### src/sue_pkg.sv
// ----------------------------------------------------------------------------
// sue_pkg
// Shared types and constants for the string unescaper with FNV-1a hash.
// ----------------------------------------------------------------------------
`default_nettype none

package sue_pkg;

   localparam logic [31:0] FNV_BASIS = 32'd2166136261;
   localparam logic [31:0] FNV_PRIME = 32'd16777619;

   localparam logic [7:0] CHR_BSLASH = 8'h5C;
   localparam logic [7:0] CHR_BRACE  = 8'h7B;
   localparam logic [7:0] CHR_SQUOTE = 8'h27;
   localparam logic [7:0] CHR_DQUOTE = 8'h22;
   localparam logic [7:0] CHR_T      = 8'h74;
   localparam logic [7:0] CHR_N      = 8'h6E;
   localparam logic [7:0] CHR_R      = 8'h72;
   localparam logic [7:0] CHR_TAB    = 8'h09;
   localparam logic [7:0] CHR_LF     = 8'h0A;
   localparam logic [7:0] CHR_CR     = 8'h0D;

   // held opener kinds
   localparam logic [1:0] KIND_NONE   = 2'd0;
   localparam logic [1:0] KIND_BSLASH = 2'd1;
   localparam logic [1:0] KIND_BRACE  = 2'd2;

   typedef struct packed {
      logic [7:0] in_byte;
      logic       in_last;
   } req_payload_type;

   typedef struct packed {
      logic [7:0]  out_byte;
      logic        out_last;
      logic [31:0] str_hash;
   } rsp_payload_type;

   // decode of one request against the held opener
   typedef struct packed {
      logic       hold;       // opener is held, no output
      logic [1:0] hold_kind;
      logic       two;        // two output bytes
      logic [7:0] byte0;
      logic [7:0] byte1;
   } decode_type;

endpackage

`default_nettype wire

### src/sue_escape_decode.sv
// ----------------------------------------------------------------------------
// sue_escape_decode
// Maps one raw byte and the held opener to zero, one or two output bytes.
// ----------------------------------------------------------------------------
`default_nettype none

module sue_escape_decode (
   input  wire logic [7:0]         in_byte,
   input  wire logic               in_last,
   input  wire logic [1:0]         pending_kind,
   output sue_pkg::decode_type     decode
);

   always_comb begin
      decode           = '0;
      decode.hold_kind = sue_pkg::KIND_NONE;
      decode.byte0     = in_byte;
      decode.byte1     = in_byte;
      case (pending_kind)
         sue_pkg::KIND_BSLASH: begin
            case (in_byte)
               sue_pkg::CHR_SQUOTE: decode.byte0 = sue_pkg::CHR_SQUOTE;
               sue_pkg::CHR_DQUOTE: decode.byte0 = sue_pkg::CHR_DQUOTE;
               sue_pkg::CHR_BSLASH: decode.byte0 = sue_pkg::CHR_BSLASH;
               sue_pkg::CHR_T:      decode.byte0 = sue_pkg::CHR_TAB;
               sue_pkg::CHR_N:      decode.byte0 = sue_pkg::CHR_LF;
               sue_pkg::CHR_R:      decode.byte0 = sue_pkg::CHR_CR;
               default: begin
                  decode.two   = 1'b1;
                  decode.byte0 = sue_pkg::CHR_BSLASH;
               end
            endcase
         end
         sue_pkg::KIND_BRACE: begin
            decode.byte0 = sue_pkg::CHR_BRACE;
            decode.two   = (in_byte != sue_pkg::CHR_BRACE);
         end
         default: begin
            // nothing held; a non-final opener is parked
            if (!in_last && (in_byte == sue_pkg::CHR_BSLASH)) begin
               decode.hold      = 1'b1;
               decode.hold_kind = sue_pkg::KIND_BSLASH;
            end else if (!in_last && (in_byte == sue_pkg::CHR_BRACE)) begin
               decode.hold      = 1'b1;
               decode.hold_kind = sue_pkg::KIND_BRACE;
            end
         end
      endcase
   end

endmodule

`default_nettype wire

### src/sue_fnv_round.sv
// ----------------------------------------------------------------------------
// sue_fnv_round
// One FNV-1a round: xor the byte into the hash, multiply by the prime.
// ----------------------------------------------------------------------------
`default_nettype none

module sue_fnv_round (
   input  wire logic [31:0] hash_cur,
   input  wire logic [7:0]  data_byte,
   output logic [31:0]      hash_next
);

   logic [31:0] mixed;

   assign mixed     = hash_cur ^ {24'd0, data_byte};
   assign hash_next = mixed * sue_pkg::FNV_PRIME;

endmodule

`default_nettype wire

### src/string_unescape_fnv_hash.sv
// ----------------------------------------------------------------------------
// string_unescape_fnv_hash
// Escape decoder for string literals with a running FNV-1a 32-bit hash.
// ----------------------------------------------------------------------------
// Usage:
//   Raw literal bytes enter on req_* one request at a time, in_last on the
//   final byte. Decoded bytes leave on rsp_*; str_hash carries the hash of
//   the whole decoded literal on the result with out_last, and 0 otherwise.
//   A request yields zero to two results. A held opener (backslash or brace
//   that is not final) is taken with no result.
//   Each result passes through the single shared FNV round unit (ST_HASH)
//   and then the output register (ST_SEND), so a request is not accepted
//   until every result of the one before has been taken. req_stall is high
//   from accept until the last result of that request has been taken.
//   A stall on rsp holds the result steady in the output register and
//   delays everything behind it.
//   Reset clears the held opener and loads the hash with the offset basis;
//   the hash returns to the basis after every final result.
// ----------------------------------------------------------------------------
`default_nettype none

module string_unescape_fnv_hash (
   input  wire logic                     clock,
   input  wire logic                     reset,
   input  wire logic                     req_valid,
   output logic                          req_stall,
   input  wire sue_pkg::req_payload_type req_payload,
   output logic                          rsp_valid,
   input  wire logic                     rsp_stall,
   output sue_pkg::rsp_payload_type      rsp_payload
);

   localparam logic [1:0] ST_IDLE = 2'd0;
   localparam logic [1:0] ST_HASH = 2'd1;
   localparam logic [1:0] ST_SEND = 2'd2;

   logic [1:0]  state_ff, state_in;
   logic [1:0]  pending_ff, pending_in;
   logic [31:0] hash_ff, hash_in;
   logic        second_ff, second_in;   // working on the second byte
   logic        two_ff, two_in;
   logic        last_ff, last_in;
   logic [7:0]  byte0_ff, byte0_in;
   logic [7:0]  byte1_ff, byte1_in;
   sue_pkg::rsp_payload_type rsp_ff, rsp_in;

   sue_pkg::decode_type decode;
   logic                req_accept;
   logic [7:0]          cur_byte;
   logic [31:0]         hash_next;
   logic                final_out;

   sue_escape_decode u_decode (
      .in_byte      (req_payload.in_byte),
      .in_last      (req_payload.in_last),
      .pending_kind (pending_ff),
      .decode       (decode)
   );

   sue_fnv_round u_fnv (
      .hash_cur  (hash_ff),
      .data_byte (cur_byte),
      .hash_next (hash_next)
   );

   assign req_stall  = (state_ff != ST_IDLE);
   assign req_accept = req_valid && !req_stall;
   assign rsp_valid  = (state_ff == ST_SEND);
   assign rsp_payload = rsp_ff;

   assign cur_byte  = second_ff ? byte1_ff : byte0_ff;
   assign final_out = last_ff && (second_ff || !two_ff);

   always_comb begin
      state_in   = state_ff;
      pending_in = pending_ff;
      hash_in    = hash_ff;
      second_in  = second_ff;
      two_in     = two_ff;
      last_in    = last_ff;
      byte0_in   = byte0_ff;
      byte1_in   = byte1_ff;
      rsp_in     = rsp_ff;
      case (state_ff)
         ST_IDLE: begin
            if (req_accept) begin
               if (decode.hold) begin
                  pending_in = decode.hold_kind;
               end else begin
                  pending_in = sue_pkg::KIND_NONE;
                  byte0_in   = decode.byte0;
                  byte1_in   = decode.byte1;
                  two_in     = decode.two;
                  last_in    = req_payload.in_last;
                  second_in  = 1'b0;
                  state_in   = ST_HASH;
               end
            end
         end
         ST_HASH: begin
            rsp_in.out_byte = cur_byte;
            rsp_in.out_last = final_out;
            rsp_in.str_hash = final_out ? hash_next : 32'd0;
            hash_in         = final_out ? sue_pkg::FNV_BASIS : hash_next;
            state_in        = ST_SEND;
         end
         ST_SEND: begin
            if (!rsp_stall) begin
               if (two_ff && !second_ff) begin
                  second_in = 1'b1;
                  state_in  = ST_HASH;
               end else begin
                  state_in  = ST_IDLE;
               end
            end
         end
         default: state_in = ST_IDLE;
      endcase
   end

   always_ff @(posedge clock) begin
      if (reset) begin
         state_ff   <= ST_IDLE;
         pending_ff <= sue_pkg::KIND_NONE;
         hash_ff    <= sue_pkg::FNV_BASIS;
         second_ff  <= 1'b0;
      end else begin
         state_ff   <= state_in;
         pending_ff <= pending_in;
         hash_ff    <= hash_in;
         second_ff  <= second_in;
      end
   end

   always_ff @(posedge clock) begin
      two_ff   <= two_in;
      last_ff  <= last_in;
      byte0_ff <= byte0_in;
      byte1_ff <= byte1_in;
      rsp_ff   <= rsp_in;
   end

endmodule

`default_nettype wire

### config.mk
export PLATFORM = sky130hd
export DESIGN_NAME = string_unescape_fnv_hash
export DESIGN_NICKNAME = d
export VERILOG_FILES = /design/src/sue_pkg.sv /design/src/sue_escape_decode.sv /design/src/sue_fnv_round.sv /design/src/string_unescape_fnv_hash.sv
export SDC_FILE = /design/constraint.sdc
export NUM_CORES = 1
export LEC_CHECK = 0
export ABC_CLOCK_PERIOD_IN_PS = 11700
export BUFFER_PORTS_ARGS = -buffer_cell sky130_fd_sc_hd__buf_2
export CAP_MARGIN = 20
export CORE_MARGIN = 2
export CORE_UTILIZATION = 54
export CTS_CLUSTER_DIAMETER = 120
export CTS_CLUSTER_SIZE = 25
export DETAILED_ROUTE_END_ITERATION = 10
export MAX_ROUTING_LAYER = met4
export PLACE_DENSITY = 0.81
export SYNTH_ARGS = -nofsm -noshare
export SYNTH_HDL_FRONTEND = slang
export SYNTH_SLANG_ARGS = --single-unit
### constraint.sdc
create_clock -name clock -period 11.7 [get_ports clock]
set_input_delay 2.34 -clock clock [delete_from_list [all_inputs] [get_ports clock]]
set_output_delay 2.34 -clock clock [all_outputs]
set_load 0.05 [all_outputs]
==> impl_results.md <==
* Crit path max fanout at 10
* CTS Buf Count at 9
* Vias at 6996
* Starting Density at 0.5539
* Total GRT Usage at 0.2550
* M1 GR Usage at 0.3274
* Sequential area share after synthesis at 0.2613
* CP required at 11.80 ns
* Crit share post-route at 0.5366
* CTS Root Buffer Type: clkbuf_16
* Vias in the first global route at 7086
* Worst-margin pin slew at 0.7453 ns
* Worst rel slew slack at 0.5013
* CP startpoint kind: flip-flop
* Cell Rows at 48
* Setup Buffers After CTS at 0
* Number of flops mapped to enable cells by yosys at 59
* Top_reg_cell synth: edfxtp_1
* Final Hold Viols at 0
* Drt pass-1 iters at 5
* Via/cell ratio at 5.557
* GR Util met3 at 0.03642
* Largest net degree at the start of global routing at 54
* Setup TNS at 0 ns
* Worst skew pair latency at 0.36 ns
* Busiest grt layer: met2
* TritonCTS clock tree: done
* ANT cells at 0
* Crit end category: flip-flop
* Netlist cell types at 67
* RSZ-0062 raised after global routing: false
* Met2 Track Usage GR at 0.4176
* Final min period at 6.278 ns
* Clock sink total at 96
* Critical Path AT at 6.37 ns
* Avg WL per Cell at 17.68 µm
* Synth Warn # at 0
* Die H at 137.4 µm
* Hold buffer count at CTS at 0
* Syn_nets at 1249
* Fraction of registers with async set/reset at 0
* Synth Register Bits at 96
* Clock transition at the registers of the reported paths at 0.08 ns
* Post-Syn Instances at 976
* Die area at 18890 µm²
* DRC at 0
* Final setup vio count at 0
* Pins Over Slew Limit at 0
* CTS resizes at 0
* RD Place Congestion at 0.9422
* Worst Hold Class: reg -> reg
* CTS Buffer Depth at 2
* First-pass GRT wire length at 35.30 mm
* Mapped Area at 9614 µm²
* Fmax at 159.3 MHz
* Syn_area_per_cell at 9.851 µm²
* CTS H-Tree Depth at 3
* Core Area at 17360 µm²
* Outcome: finished clean
* Detailed placement HPWL at 17.55 mm
* Layout area overhead at 8.485%
* Layout cells sized above 1 at 0.1064
* Routed WL at 22.26 mm
* Initial antenna violation count at 0
* Clk_skew at 0.01082 ns
* IO Count at 56
* Nets at 1302
* DR iter-0 viols at 520
* WS Path Type: reg -> reg
* Antenna viol nets, final at 0
* Max-Cap Viols at 0
* GRT overflow at 0
* Count of input and output buffers at 55
* Chip width at 137.4 µm
layout by cell type, fill, tap and decap left out, types with 12 or more instances in the layout:
cell type	instances
a21oi_1	47
buf_2	55
dfxtp_1	37
edfxtp_1	59
fa_1	74
ha_1	186
inv_1	215
nand2_1	40
nand2b_1	13
nand3_1	12
nor2_1	73
o21ai_0	17
xnor2_1	28
xor2_1	30
flip-flops by register name, indices dropped and copies added, names as in the netlist:
signal	flops
second_ff	1
byte0_ff	8
two_ff	1
byte1_ff	8
hash_ff	32
rsp_payload	41
last_ff	1
pending_ff	2
state_ff	2
worst max-delay path: stages, from the launching register on:
cell     delay [ns]
dfxtp_1        0.59
mux2_2         0.45
xor2_1         0.47
ha_1           0.35
ha_1           0.34
fa_1           0.40
ha_1           0.22
fa_1           0.45
ha_1           0.31
inv_1          0.06
fa_1           0.47
inv_1          0.04
ha_1           0.39
o21ai_1        0.12
a22o_1         0.23
or2_1          0.26
o31ai_2        0.37
a21oi_1        0.14
xor2_1         0.26
nor2_1         0.08
per-stage QoR:
stage                     std cells  setup WS, ns  cell area [µm²]    util  hold slack [ns]
final                          1259         5.422            10430  0.6009           0.4899
after global routing           1259         5.216            10430  0.6009           0.5062
after CTS                      1259         5.529            10430  0.6009           0.4862
after detailed placement       1243         5.570            10120  0.5831           0.4748
after global placement         1243         5.674            10120  0.5831           0.4577
after floorplan                 976         6.358             9614       -           0.4436
cell families after synthesis:
logic type | Yosys count | synth area share
muxes | 9 | 0.01028
and+or+nand+nor | 185 | 0.09240
buffers and inverters | 233 | 0.09227
adders and majority gates | 260 | 0.3961
AOI/OAI and AO/OA | 134 | 0.09188
xor gates and xnor gates | 59 | 0.05570
DFF | 96 | 0.2613
cells in the mapped netlist, drive strengths merged (11+ instances only):
| cell type | n | share of area |
|---|---|---|
| nand2b | 14 | 0.0099 |
| o21ai | 27 | 0.015 |
| clkbuf | 13 | 0.0053 |
| inv | 217 | 0.085 |
| dfxtp | 37 | 0.077 |
| nand2 | 41 | 0.017 |
| ha | 186 | 0.24 |
| a21o | 11 | 0.0088 |
| xor2 | 31 | 0.030 |
| xnor2 | 28 | 0.026 |
| nand3 | 12 | 0.0062 |
| fa | 74 | 0.15 |
| edfxtp | 59 | 0.18 |
| a21oi | 50 | 0.027 |
| nor2 | 74 | 0.029 |
final cells by class:
| type | instances | area, µm² |
|---|---|---|
| fill | 1387 | 6927 |
| multi-input combinational | 647 | 6215 |
| sequential | 96 | 2512 |
| inverter | 217 | 814.5 |
| timing repair buffer | 58 | 297.8 |
| tap | 225 | 281.5 |
| clock buffer | 9 | 225.2 |
| clock inverter | 7 | 83.83 |
path summary, 6_finish.rpt:
path	start	cells past startpoint	slack [ns]	to
worst min-delay path	hash_ff[1]$_SDFFE_PP0N_	2	0.49	hash_ff[1]$_SDFFE_PP0N_
worst max register to register	second_ff$_SDFFE_PP0P_	19	5.42	rsp_payload[24]$_SDFFCE_PN0N_
worst max-delay path	second_ff$_SDFFE_PP0P_	19	5.42	rsp_payload[24]$_SDFFCE_PN0N_
worst min register to register	hash_ff[1]$_SDFFE_PP0N_	2	0.49	hash_ff[1]$_SDFFE_PP0N_
per-layer routing:
layer	part of all wire	up-vias
li1	-	3314
met1	0.44	3412
met2	0.48	229
met3	0.050	41
met4	0.026	0
met5	0	-
Power is not shown: default switching activity piles up to over one toggle a cycle in this logic, so the estimate is an artifact.
